### config.mk
export PLATFORM = sky130hd
export DESIGN_NAME = sensor_hub_report_parser_core
export DESIGN_NICKNAME = d
export VERILOG_FILES = /design/src/hw/rtl/shrp_pkg.sv /design/src/hw/rtl/shrp_classify.sv /design/src/hw/rtl/sensor_hub_report_parser_core.sv
export SDC_FILE = /design/constraint.sdc
export NUM_CORES = 1
export LEC_CHECK = 0
export BUFFER_PORTS_ARGS = -buffer_cell sky130_fd_sc_hd__buf_2
export CORE_UTILIZATION = 35
export DETAILED_ROUTE_END_ITERATION = 6
export PLACE_DENSITY = 0.57
export SKIP_LAST_GASP = 1
export SLEW_MARGIN = 0
export SYNTH_ARGS = -nofsm -noshare
export SYNTH_HDL_FRONTEND = slang
export SYNTH_SLANG_ARGS = --single-unit
export TNS_END_PERCENT = 10
### constraint.sdc
create_clock -name aclk -period 5.4 [get_ports aclk]
set_input_delay 0.27 -clock aclk [delete_from_list [all_inputs] [get_ports aclk]]
set_output_delay 0.27 -clock aclk [all_outputs]
set_load 0.02 [all_outputs]
### src/hw/rtl/shrp_pkg.sv
// ----------------------------------------------------------------------------
// Sensor-hub report parser package
// Shared constants, codes and types for the report parser and its classifier.
// ----------------------------------------------------------------------------
package shrp_pkg;

    localparam int MAX_PACKET_BYTES = 256;

    localparam int BYTE_W    = 8;
    localparam int POS_W     = 15;
    localparam int KIND_W    = 3;
    localparam int RIDX_W    = 4;
    localparam int AXIS_W    = 16;
    localparam int FRAC_W    = 4;
    localparam int ACC_W     = 2;
    localparam int CAUSE_W   = 2;
    localparam int CFG_IDX_W = 3;
    localparam int NUM_DATA  = 8;
    localparam int DIDX_W    = 3;
    localparam int M_DATA_W  = 80;

    localparam logic [POS_W-1:0] MAX_PACKET_LEN = POS_W'(MAX_PACKET_BYTES);
    localparam logic [POS_W-1:0] LEN_ALL_ONES   = '1;
    localparam logic [POS_W-1:0] MIN_REPORT_LEN = POS_W'(4);

    localparam logic [KIND_W-1:0] KIND_ROT    = 3'd0;
    localparam logic [KIND_W-1:0] KIND_GAME   = 3'd1;
    localparam logic [KIND_W-1:0] KIND_ACC    = 3'd2;
    localparam logic [KIND_W-1:0] KIND_GYRO   = 3'd3;
    localparam logic [KIND_W-1:0] KIND_REJECT = 3'd4;
    localparam logic [KIND_W-1:0] KIND_SKIP   = 3'd5;

    localparam logic [CAUSE_W-1:0] CAUSE_NONE    = 2'd0;
    localparam logic [CAUSE_W-1:0] CAUSE_LENGTH  = 2'd1;
    localparam logic [CAUSE_W-1:0] CAUSE_CHANNEL = 2'd2;

    localparam logic [RIDX_W-1:0] LEN_TIMESTAMP = 4'd5;
    localparam logic [RIDX_W-1:0] LEN_ROT       = 4'd14;
    localparam logic [RIDX_W-1:0] LEN_GAME      = 4'd12;
    localparam logic [RIDX_W-1:0] LEN_AXIS3     = 4'd10;

    localparam logic [RIDX_W-1:0] RIDX_ID     = 4'd0;
    localparam logic [RIDX_W-1:0] RIDX_STATUS = 4'd2;
    localparam logic [RIDX_W-1:0] RIDX_DATA   = 4'd4;
    localparam logic [RIDX_W-1:0] RIDX_END    = 4'd12;

    localparam logic [FRAC_W-1:0] FRAC_QUAT  = 4'd14;
    localparam logic [FRAC_W-1:0] FRAC_ACCEL = 4'd8;
    localparam logic [FRAC_W-1:0] FRAC_GYRO  = 4'd9;

    localparam logic [CFG_IDX_W-1:0] CFG_CHANNEL     = 3'd0;
    localparam logic [CFG_IDX_W-1:0] CFG_ID_ROT      = 3'd1;
    localparam logic [CFG_IDX_W-1:0] CFG_ID_GAME     = 3'd2;
    localparam logic [CFG_IDX_W-1:0] CFG_ID_ACCEL    = 3'd3;
    localparam logic [CFG_IDX_W-1:0] CFG_ID_LINEAR   = 3'd4;
    localparam logic [CFG_IDX_W-1:0] CFG_ID_GRAVITY  = 3'd5;
    localparam logic [CFG_IDX_W-1:0] CFG_ID_GYRO     = 3'd6;
    localparam logic [CFG_IDX_W-1:0] CFG_ID_TIMESTMP = 3'd7;

    typedef struct packed {
        logic [BYTE_W-1:0] report_channel;
        logic [BYTE_W-1:0] id_rotation;
        logic [BYTE_W-1:0] id_game_rotation;
        logic [BYTE_W-1:0] id_accel;
        logic [BYTE_W-1:0] id_linear_accel;
        logic [BYTE_W-1:0] id_gravity;
        logic [BYTE_W-1:0] id_gyro;
        logic [BYTE_W-1:0] id_timestamp;
    } cfg_t;

    typedef struct packed {
        logic              known;
        logic [KIND_W-1:0] kind;
        logic [RIDX_W-1:0] len;
    } class_t;

endpackage

### src/hw/rtl/shrp_classify.sv
// ----------------------------------------------------------------------------
// Report ID classifier
// Maps a record ID byte to its record kind and length using the ID registers.
// ----------------------------------------------------------------------------
module shrp_classify (
    input  shrp_pkg::cfg_t              cfg,
    input  logic [shrp_pkg::BYTE_W-1:0] id,
    output shrp_pkg::class_t            cls
);
    import shrp_pkg::*;

    always_comb begin
        cls = '0;
        priority if (id == cfg.id_timestamp) begin
            cls = '{known: 1'b1, kind: KIND_SKIP, len: LEN_TIMESTAMP};
        end else if (id == cfg.id_rotation) begin
            cls = '{known: 1'b1, kind: KIND_ROT, len: LEN_ROT};
        end else if (id == cfg.id_game_rotation) begin
            cls = '{known: 1'b1, kind: KIND_GAME, len: LEN_GAME};
        end else if (id == cfg.id_accel || id == cfg.id_linear_accel
                     || id == cfg.id_gravity) begin
            cls = '{known: 1'b1, kind: KIND_ACC, len: LEN_AXIS3};
        end else if (id == cfg.id_gyro) begin
            cls = '{known: 1'b1, kind: KIND_GYRO, len: LEN_AXIS3};
        end else begin
            cls = '0;
        end
    end

endmodule

### src/hw/rtl/sensor_hub_report_parser_core.sv
// ----------------------------------------------------------------------------
// Sensor-hub report parser core
// Parses transport packet bytes into sensor input report words.
// A byte is held in the input register and its result word in the output register.
// Throughput: one byte per cycle; s_tready drops only while both registers are
// full and the held result word is not taken.
// Reset (aresetn low, synchronous) leaves the parser outside any packet.
// ----------------------------------------------------------------------------
module sensor_hub_report_parser_core (
    input  logic                                  aclk,
    input  logic                                  aresetn,
    input  logic                                  cfg_wr_en,
    input  logic [shrp_pkg::CFG_IDX_W-1:0]        cfg_index,
    input  logic [shrp_pkg::BYTE_W-1:0]           cfg_wdata,
    input  logic                                  s_tvalid,
    output logic                                  s_tready,
    // Fields: data_byte[7:0].
    input  logic [shrp_pkg::BYTE_W-1:0]           s_tdata,
    // Fields: packet_start[0].
    input  logic [0:0]                            s_tuser,
    output logic                                  m_tvalid,
    input  logic                                  m_tready,
    // Fields: record_id[7:0], axis_x[23:8], axis_y[39:24], axis_z[55:40],
    // axis_w[71:56], frac_bits[75:72], accuracy[77:76], reject_cause[79:78].
    output logic [shrp_pkg::M_DATA_W-1:0]         m_tdata,
    // Fields: kind[2:0].
    output logic [shrp_pkg::KIND_W-1:0]           m_tuser
);
    import shrp_pkg::*;

    cfg_t cfg_reg;

    logic              in_valid_reg;
    logic [BYTE_W-1:0] in_data_reg;
    logic              in_start_reg;

    logic [POS_W-1:0]  pos_reg, pos_next;
    logic [POS_W-1:0]  plen_reg, plen_next;
    logic              accepting_reg, accepting_next;
    logic [RIDX_W-1:0] ridx_reg, ridx_next;
    logic [RIDX_W-1:0] rlen_reg, rlen_next;
    logic [KIND_W-1:0] rkind_reg, rkind_next;
    logic [BYTE_W-1:0] rident_reg, rident_next;
    logic [ACC_W-1:0]  status_reg, status_next;
    logic [BYTE_W-1:0] data_reg [NUM_DATA];
    logic [BYTE_W-1:0] data_cur [NUM_DATA];
    logic              data_we;
    logic [DIDX_W-1:0] data_idx;

    logic                m_tvalid_reg;
    logic [M_DATA_W-1:0] m_tdata_reg;
    logic [KIND_W-1:0]   m_tuser_reg;

    logic                res_valid;
    logic [M_DATA_W-1:0] res_data;
    logic [KIND_W-1:0]   res_kind;

    logic              out_ready;
    logic              proc_go;
    logic              acc_e;
    logic [POS_W-1:0]  pos_e;
    logic [RIDX_W-1:0] ridx_e;
    logic [POS_W-1:0]  len_hdr;
    logic [POS_W-1:0]  pos_inc;
    logic [RIDX_W:0]   idx_inc;
    logic [KIND_W-1:0] kind_use;
    logic [RIDX_W-1:0] len_use;
    logic              advance;
    logic [AXIS_W-1:0] ax_x, ax_y, ax_z, ax_w;
    logic [FRAC_W-1:0] frac;
    logic [ACC_W-1:0]  accu;
    class_t            cls;

    shrp_classify u_classify (
        .cfg (cfg_reg),
        .id  (in_data_reg),
        .cls (cls)
    );

    assign out_ready = !m_tvalid_reg || m_tready;
    assign proc_go   = in_valid_reg && out_ready;
    assign s_tready  = !in_valid_reg || out_ready;

    assign acc_e   = in_start_reg ? 1'b1 : accepting_reg;
    assign pos_e   = in_start_reg ? '0 : pos_reg;
    assign ridx_e  = in_start_reg ? '0 : ridx_reg;
    assign len_hdr = {in_data_reg[6:0], plen_reg[BYTE_W-1:0]};
    assign pos_inc = pos_e + POS_W'(1);
    assign idx_inc = {1'b0, ridx_e} + (RIDX_W+1)'(1);
    assign data_idx = DIDX_W'(ridx_e - RIDX_DATA);

    always_comb begin
        for (int i = 0; i < NUM_DATA; i++) begin
            data_cur[i] = data_reg[i];
        end
        if (data_we) begin
            data_cur[data_idx] = in_data_reg;
        end
    end

    always_comb begin
        ax_x = {data_cur[1], data_cur[0]};
        ax_y = {data_cur[3], data_cur[2]};
        ax_z = {data_cur[5], data_cur[4]};
        ax_w = {data_cur[7], data_cur[6]};
        accu = '0;
        frac = FRAC_GYRO;
        if (kind_use == KIND_ROT || kind_use == KIND_GAME) begin
            frac = FRAC_QUAT;
            accu = status_next;
        end else begin
            ax_w = '0;
            frac = (kind_use == KIND_ACC) ? FRAC_ACCEL : FRAC_GYRO;
        end
    end

    always_comb begin
        pos_next       = pos_reg;
        plen_next      = plen_reg;
        accepting_next = accepting_reg;
        ridx_next      = ridx_reg;
        rlen_next      = rlen_reg;
        rkind_next     = rkind_reg;
        rident_next    = rident_reg;
        status_next    = status_reg;
        data_we        = 1'b0;
        res_valid      = 1'b0;
        res_kind       = KIND_REJECT;
        res_data       = '0;
        advance        = 1'b0;
        kind_use       = (ridx_e == RIDX_ID) ? cls.kind : rkind_reg;
        len_use        = (ridx_e == RIDX_ID) ? cls.len : (in_start_reg ? '0 : rlen_reg);

        if (proc_go && in_start_reg) begin
            accepting_next = 1'b1;
            pos_next       = '0;
            ridx_next      = '0;
            rlen_next      = '0;
        end

        if (proc_go && acc_e) begin
            advance = 1'b1;
            priority if (pos_e == POS_W'(0)) begin
                plen_next = {{(POS_W-BYTE_W){1'b0}}, in_data_reg};
            end else if (pos_e == POS_W'(1)) begin
                if (len_hdr == '0 || len_hdr == LEN_ALL_ONES) begin
                    res_valid                         = 1'b1;
                    res_data[M_DATA_W-1 -: CAUSE_W]   = CAUSE_LENGTH;
                    accepting_next                    = 1'b0;
                    advance                           = 1'b0;
                end else begin
                    plen_next = (len_hdr > MAX_PACKET_LEN) ? MAX_PACKET_LEN : len_hdr;
                end
            end else if (pos_e == POS_W'(2)) begin
                if (in_data_reg != cfg_reg.report_channel || plen_reg <= MIN_REPORT_LEN) begin
                    res_valid                         = 1'b1;
                    res_data[M_DATA_W-1 -: CAUSE_W]   = CAUSE_CHANNEL;
                    accepting_next                    = 1'b0;
                    advance                           = 1'b0;
                end
            end else if (pos_e >= POS_W'(4)) begin
                if (ridx_e == RIDX_ID && !cls.known) begin
                    accepting_next = 1'b0;
                    advance        = 1'b0;
                end else begin
                    if (ridx_e == RIDX_ID) begin
                        rkind_next  = cls.kind;
                        rlen_next   = cls.len;
                        rident_next = in_data_reg;
                    end
                    if (ridx_e == RIDX_STATUS) begin
                        status_next = in_data_reg[ACC_W-1:0];
                    end
                    if (ridx_e >= RIDX_DATA && ridx_e < RIDX_END) begin
                        data_we = 1'b1;
                    end
                    if (idx_inc >= {1'b0, len_use}) begin
                        ridx_next = '0;
                        if (kind_use != KIND_SKIP) begin
                            res_valid = 1'b1;
                            res_kind  = kind_use;
                            res_data  = {CAUSE_NONE, accu, frac, ax_w, ax_z, ax_y, ax_x,
                                         rident_next};
                        end
                    end else begin
                        ridx_next = idx_inc[RIDX_W-1:0];
                    end
                end
            end else begin
                plen_next = plen_reg;
            end

            if (advance) begin
                pos_next = pos_inc;
                if (pos_e >= POS_W'(3) && pos_inc >= plen_next) begin
                    accepting_next = 1'b0;
                end
            end
        end
    end

    always_ff @(posedge aclk) begin
        if (!aresetn) begin
            cfg_reg.report_channel   <= 8'd3;
            cfg_reg.id_rotation      <= 8'd5;
            cfg_reg.id_game_rotation <= 8'd8;
            cfg_reg.id_accel         <= 8'd1;
            cfg_reg.id_linear_accel  <= 8'd4;
            cfg_reg.id_gravity       <= 8'd6;
            cfg_reg.id_gyro          <= 8'd2;
            cfg_reg.id_timestamp     <= 8'd251;
        end else if (cfg_wr_en) begin
            unique case (cfg_index)
                CFG_CHANNEL:     cfg_reg.report_channel   <= cfg_wdata;
                CFG_ID_ROT:      cfg_reg.id_rotation      <= cfg_wdata;
                CFG_ID_GAME:     cfg_reg.id_game_rotation <= cfg_wdata;
                CFG_ID_ACCEL:    cfg_reg.id_accel         <= cfg_wdata;
                CFG_ID_LINEAR:   cfg_reg.id_linear_accel  <= cfg_wdata;
                CFG_ID_GRAVITY:  cfg_reg.id_gravity       <= cfg_wdata;
                CFG_ID_GYRO:     cfg_reg.id_gyro          <= cfg_wdata;
                CFG_ID_TIMESTMP: cfg_reg.id_timestamp     <= cfg_wdata;
                default:         cfg_reg.id_timestamp     <= cfg_reg.id_timestamp;
            endcase
        end
    end

    always_ff @(posedge aclk) begin
        if (!aresetn) begin
            in_valid_reg <= 1'b0;
        end else if (s_tready) begin
            in_valid_reg <= s_tvalid;
        end
    end

    always_ff @(posedge aclk) begin
        if (s_tvalid && s_tready) begin
            in_data_reg  <= s_tdata;
            in_start_reg <= s_tuser[0];
        end
    end

    always_ff @(posedge aclk) begin
        if (!aresetn) begin
            pos_reg       <= '0;
            plen_reg      <= '0;
            accepting_reg <= 1'b0;
            ridx_reg      <= '0;
            rlen_reg      <= '0;
            rkind_reg     <= '0;
            rident_reg    <= '0;
            status_reg    <= '0;
        end else begin
            pos_reg       <= pos_next;
            plen_reg      <= plen_next;
            accepting_reg <= accepting_next;
            ridx_reg      <= ridx_next;
            rlen_reg      <= rlen_next;
            rkind_reg     <= rkind_next;
            rident_reg    <= rident_next;
            status_reg    <= status_next;
        end
    end

    always_ff @(posedge aclk) begin
        if (data_we) begin
            data_reg[data_idx] <= in_data_reg;
        end
    end

    always_ff @(posedge aclk) begin
        if (!aresetn) begin
            m_tvalid_reg <= 1'b0;
        end else if (proc_go) begin
            m_tvalid_reg <= res_valid;
        end else if (m_tready) begin
            m_tvalid_reg <= 1'b0;
        end
    end

    always_ff @(posedge aclk) begin
        if (proc_go && res_valid) begin
            m_tdata_reg <= res_data;
            m_tuser_reg <= res_kind;
        end
    end

    assign m_tvalid = m_tvalid_reg;
    assign m_tdata  = m_tdata_reg;
    assign m_tuser  = m_tuser_reg;

endmodule

**Yosys cells after proc, flatten, opt, wreduce, memory -nomap -nowiden**

Memories as Yosys holds them, arrays and structs flattened.
Cells that the tools add are included.

- Memories: 1
- Output and inout bits: 85
- Latch bits: 0
- Input port bits: 25
- Register bits: 210
- Memory bits (writable): 64
- ROM bits: 0

- Divide/modulo/power cells: 0
- Bitwise logic cells: 10
- Reductions and logical operators: 38
- Add/sub/neg operators: 3
- $lt $le $gt $ge: 10
- Multiplexer cells: 93
- Equality and inequality tests: 22
- Multiply operators: 0
- Shift-type cells: 0

Memories:

| name | words | width | rd ports | clocked after memory_dff | write ports | RTL line | text |
|---|---|---|---|---|---|---|---|
| data_reg | 8 | 8 | 8 | 0 | 1 | sensor_hub_report_parser_core.sv:45 | `logic [BYTE_W-1:0] data_reg [NUM_DATA];` |

Operator list:

| kind | count |
|---|---|
| 2-to-1 mux 15 bit | 9 |
| 2-to-1 mux 4 bit | 19 |
| bitwise mux 64 bit | 1 |
| 2-to-1 mux 64 bit | 1 |
| == test 8 bit | 7 |
| 2-to-1 mux 8 bit | 7 |
| 2-to-1 mux 1 bit | 43 |
| zero test 15 bit | 2 |
| demux 8 bit (select 3 bit) | 1 |
| 2-to-1 mux 2 bit | 10 |
| OR reduction 9 bit | 2 |
| AND reduction 2 bit | 8 |
| adder 15 x 1 -> 15 bit (second input constant) | 1 |
| == test 15 x 1 -> 1 bit (second input constant) | 1 |
| == test 15 bit (second input constant) | 1 |
| == test 15 x 2 -> 1 bit (second input constant) | 1 |
| >= comparator 15 bit | 1 |
| >= comparator 15 x 2 -> 1 bit (second input constant) | 1 |
| >= comparator 15 x 3 -> 1 bit (second input constant) | 1 |
| > comparator 15 x 9 -> 1 bit (second input constant) | 1 |
| <= comparator 15 x 3 -> 1 bit (second input constant) | 1 |
| == test 3 bit (second input constant) | 4 |
| == test 3 x 2 -> 1 bit (second input constant) | 3 |
| logical AND 1 bit | 9 |
| 22 further kinds | 41 |

**Logic depth before layout (Yosys ltp)**

- Depth after elaboration: 18
- Mapped depth: 18
- Mapped depth without buffers: 16

**By module**

Synthesis repeated with hierarchy kept, for this count alone.

- Cell total of the unflattened synthesis: 1190
- Area total of the unflattened synthesis: 12433.2 um^2

Modules (own cells, without submodules):

| module | seq. area each (um^2) | area an instance (um^2) | times used | cells each |
|---|---|---|---|---|
| sensor_hub_report_parser_core | 7016.7 | 11638.7 | 1 | 1095 |
| shrp_classify | 0.0 | 794.5 | 1 | 95 |

**Worst setup path after synthesis**

Ideal clock, no wire load.

- Kind: reg-to-reg
- From: register in_start_reg
- To: register m_tdata_reg[0] (netlist: m_tdata[0]), enable pin
- Data required time: 4.587 ns
- Setup time: 0.813 ns
- Clock period less this slack: 5.454 ns
- Setup slack: -0.054 ns
- Arrival: 4.640 ns
- Path buffers: 3
- Stages on the path, launching flop included: 16
- Cell sequence: edfxtp_1 -> clkbuf_1 -> inv_1 -> nand2_1 -> ha_1 -> nand2_1 -> clkbuf_1 -> clkbuf_1 -> a31o_2 -> ha_1 -> nand2b_1 -> a2111oi_0 -> o21ai_0 -> o2111a_1 -> o21ai_2 -> nand2_1

- Longest elaborated chain between the ends: 13
- Elaborated cells on any way between the ends: 25
- Those cells by class: 1 x add/sub; 2 x order compare; 3 x eq/ne; 14 x mux; 5 x reduce/logical

RTL lines:

| element | RTL line | text |
|---|---|---|
| start, declared | sensor_hub_report_parser_core.sv:35 | `logic in_start_reg;` |
| start signal, assigned | sensor_hub_report_parser_core.sv:238 | `in_start_reg <= s_tuser[0];` |
| branches (longest 11 deep; another with adder 4 x 1 -> 5 bit) | - |  |
| 2-to-1 mux 1 bit (*) | sensor_hub_report_parser_core.sv:141 | `if (proc_go && acc_e) begin` |
| logical AND 1 bit (*) | sensor_hub_report_parser_core.sv:281 | `if (proc_go && res_valid) begin` |
| end signal, assigned | sensor_hub_report_parser_core.sv:282 | `m_tdata_reg <= res_data;` |
| end, declared | sensor_hub_report_parser_core.sv:51 | `logic [M_DATA_W-1:0] m_tdata_reg;` |

Every way passes the cells marked *.
A chain may end at the register's enable or synchronous reset.

**Worst setup path in the final report**

- From: register in_data_reg[3]
- To: register m_tdata_reg[2] (netlist: m_tdata[2]), enable pin

- Longest elaborated chain between the ends: 18
- Elaborated cells on any way between the ends: 36
- Those cells by class: 1 x order compare; 10 x eq/ne; 17 x mux; 8 x reduce/logical

RTL lines:

| element | RTL line | text |
|---|---|---|
| start, declared | sensor_hub_report_parser_core.sv:34 | `logic [BYTE_W-1:0] in_data_reg;` |
| start signal, assigned | sensor_hub_report_parser_core.sv:237 | `in_data_reg <= s_tdata;` |
| branches (longest 14 deep; another with >= comparator 5 x 4 -> 1 bit) | - |  |
| 2-to-1 mux 1 bit (*) | sensor_hub_report_parser_core.sv:145 | `end else if (pos_e == POS_W'(1)) begin` |
| 2-to-1 mux 1 bit (*) | sensor_hub_report_parser_core.sv:143 | `priority if (pos_e == POS_W'(0)) begin` |
| 2-to-1 mux 1 bit (*) | sensor_hub_report_parser_core.sv:141 |  |
| logical AND 1 bit (*) | sensor_hub_report_parser_core.sv:281 |  |

Marks and branches as above.

==> flow_metrics.env <==
export IMPL_cts_inserted_buffers=31
export IMPL_ys_dominant_reg_cell="edfxtp_1"
export IMPL_cts_clk_slew_worst_paths_ps=60
export IMPL_global_route_wire_length_before_repair_um=49250
export IMPL_ant_nets=0
export IMPL_setup_total_negative_slack_ps=0
export IMPL_post_route_period_util_pct=90.86
export IMPL_power_net_switching_mw=1.058
export IMPL_overflow=0
export IMPL_core_area_um2=34630
export IMPL_dp_final_hpwl_um=21440
export IMPL_max_cap_violations=0
export IMPL_clock_insertion_delay_worst_skew_ps=580
export IMPL_initial_core_util_pct=35.61
export IMPL_detail_route_drc_violations=0
export IMPL_syn_avg_cell_area_um2=10.44
export IMPL_total_of_flip_flops_plus_latches_after_synthesis=273
export IMPL_final_layout_size_suffix_gt1_share_pct=14.35
export IMPL_firstDrtPassIters=5
export IMPL_antennaDiodeCount=0
export IMPL_chipHeight_um=189.7
export IMPL_gp_congestion=0.8316
export IMPL_highest_clock_rate_mhz=203.8
export IMPL_global_route_usage_total_pct=17.53
export IMPL_pwr_share_comb_pct=5.6
export IMPL_syn_num_nets=1232
export IMPL_hold_path_class="in -> reg"
export IMPL_critical_path_required_ps=5700
export IMPL_yosys_top_cells_area="edfxtp_1 38%, dfxtp_1 19%, nand2_1 8.4%, xor2_1 3.9%, a21boi_0 3.2%"
export IMPL_sw_frac_of_total_pct=22.93
export IMPL_syn_cell_area_um2=12330
export IMPL_synth_async_sr_flop_share_pct=0
export IMPL_vias_per_cell=5.106
export IMPL_power_internal_mw=3.555
export IMPL_run_status="finished clean"
export IMPL_clkSinkCount=273
export IMPL_finalSetupViolations=0
export IMPL_portBuffers=109
export IMPL_floorplan_io_pins=110
export IMPL_cts_max_level=1
export IMPL_cts_resized=0
export IMPL_synth_cells_most_frequent="277 x nand2_1, 155 x edfxtp_1, 118 x dfxtp_1, 71 x a21oi_1, 55 x xor2_1"
export IMPL_post_synth_inst_count=1181
export IMPL_layout_area_overhead_vs_synth_pct=17.33
export IMPL_finalMaxSlewViolations=0
export IMPL_cts_tree="built"
export IMPL_period_minus_slack_ps=4906
export IMPL_fp_dieW_um=189.7
export IMPL_timing_max_slew_rel_slack_pct=28.75
export IMPL_dieArea_um2=35990
export IMPL_peakVddDrop_mv=0.2375
export IMPL_largest_reg_flops=79
export IMPL_worst_slew_pin_transition_ps=1061
export IMPL_grt_pass1_vias=8391
export IMPL_finalHoldViolCount=0
export IMPL_setup_worst_path_end_class="flip-flop"
export IMPL_setup_worst_path_class="reg -> reg"
export IMPL_yosysWarnings=0
export IMPL_grt_max_degree=96
export IMPL_cts_root_buf="clkbuf_16"
export IMPL_fin_worst_hold_slack_ps=75.98
export IMPL_timing_critical_path_from_type="flip-flop"
export IMPL_power_density_nw_per_um2=318.8
export IMPL_placement_rows=68
export IMPL_power_frac_seq_pct=48.7
export IMPL_power_leakage_nw=5.714
export IMPL_yosysMostFrequentCell="nand2_1"
export IMPL_pwr_share_clk_pct=45.7
export IMPL_crit_path_max_fanout=44
export IMPL_grt_antenna_before_repair=0
export IMPL_synth_top_area_share_pct=37.74
export IMPL_nets=1343
export IMPL_post_synth_num_cell_types=70
export IMPL_ctsLongestPathBuffers=3
export IMPL_finalClockSkew_ps=27.42
export IMPL_num_vias=9047
export IMPL_totalWireLength_um=31890
export IMPL_initialDrtViolationCount=706
export IMPL_number_of_enable_type_register_cells_in_the_synthesized_netlist=155
export IMPL_final_core_util_pct=41.78
export IMPL_grt_setup_unrepaired="no"
export IMPL_avgRoutedWirePerCell_um=17.99
export IMPL_netlist_top_cell_by_area="edfxtp_1"
export IMPL_worstPathArrival_ps=5210
export IMPL_yosysSeqAreaShare_pct=56.90
through the flow:
stage | worst slack, ps | instance area (um^2) | instances | total power, mW
final | 493.8 | 14470 | 1772 | 4.613
after global routing | 116.2 | 14470 | 1772 | 4.753
after CTS | 513.4 | 14470 | 1772 | 4.652
after detailed placement | 541.1 | 13350 | 1704 | 2.540
after global placement | 641.2 | 13350 | 1704 | 2.538
after floorplan | 769.6 | 12330 | 1181 | 2.446
final timing paths:
check / start / slack [ps] / to / cells after the start
setup reg to reg: in_data_reg[3]$_DFFE_PP_ / 490 / m_tdata[2]$_SDFFCE_PP0P_ / 14
hold / removal: cfg_wdata[1] / 80 / cfg_reg[49]$_SDFFE_PN0P_ / 3
hold reg to reg: rlen_reg[1]$_SDFF_PN0_ / 470 / rlen_reg[1]$_SDFF_PN0_ / 1
setup / recovery: in_data_reg[3]$_DFFE_PP_ / 490 / m_tdata[2]$_SDFFCE_PP0P_ / 14
cells by family after synthesis:
logic type	Yosys count	synth area share (%)
XOR/XNOR	77	5.469
adder cells (fa/ha/maj)	26	2.638
AO/OA/AOI/OAI	213	12.16
flip-flops	273	56.90
multiplexers	27	2.202
AND/OR/NAND/NOR	490	18.05
buffers and inverters	75	2.587
cell type report:
class | instances | area, um^2
clock buffers | 40 | 809.5
clock inverters | 18 | 205.2
fillers | 3398 | 20160
inverters | 15 | 56.30
multi-input cells | 833 | 5011
flip-flops and latches | 273 | 7017
well taps | 455 | 569.3
repair buffers | 138 | 800.8
worst max-delay path: stages, from the launching register on:
cell and delay (ps):
edfxtp_1 610, buf_4 270, xor2_1 140, nor4_1 390
nand2_1 290, nor2_1 250, a31o_2 140, ha_1 210
nand2b_1 140, a2111oi_0 500, o21ai_0 260, o2111a_1 220
o21ai_4 300, nand2_4 520, buf_12 360
layer usage:
layer,global-route usage (%),part of all wire [%],up-vias
met2,27.30,45,257
met1,25.71,48,4354
li1,-,-,4396
met5,0,0,-
met4,4.001,1.8,0
met3,2.343,4.9,40
power by group through the flow:
stage	Combinational (mW)	Sequential, mW	Clock [mW]
after floorplan	0.171	2.28	0
after global placement	0.250	2.29	0
after CTS	0.260	2.24	2.15
after detailed placement	0.252	2.29	0
after global routing	0.282	2.25	2.22
final	0.258	2.24	2.11
what timing repair did:
| action | in CTS | in global routing |
|---|---|---|
| hold endpoints to repair | 10 | 0 |
| hold buffers | 10 | 0 |
| buffers inserted | 0 | 0 |
cells in the final DEF (no fill, tap or decap), types with 14 or more instances in the layout:
cell type  netlist  routed
nand2_1        277     276
edfxtp_1       155     155
dfxtp_1        118     118
buf_2           15     109
a21oi_1         71      71
xor2_1          55      55
nor2_1          54      54
a21boi_0        53      53
nand3_1         39      39
clkbuf_16        0      31
nor2b_1         28      28
mux2i_1         26      26
ha_1            26      26
a22o_1          25      25
xnor2_1         22      22
nor4_1          18      18
buf_4            1      18
and3_1          14      14
Note: power is estimated with default switching activity, not from simulation.
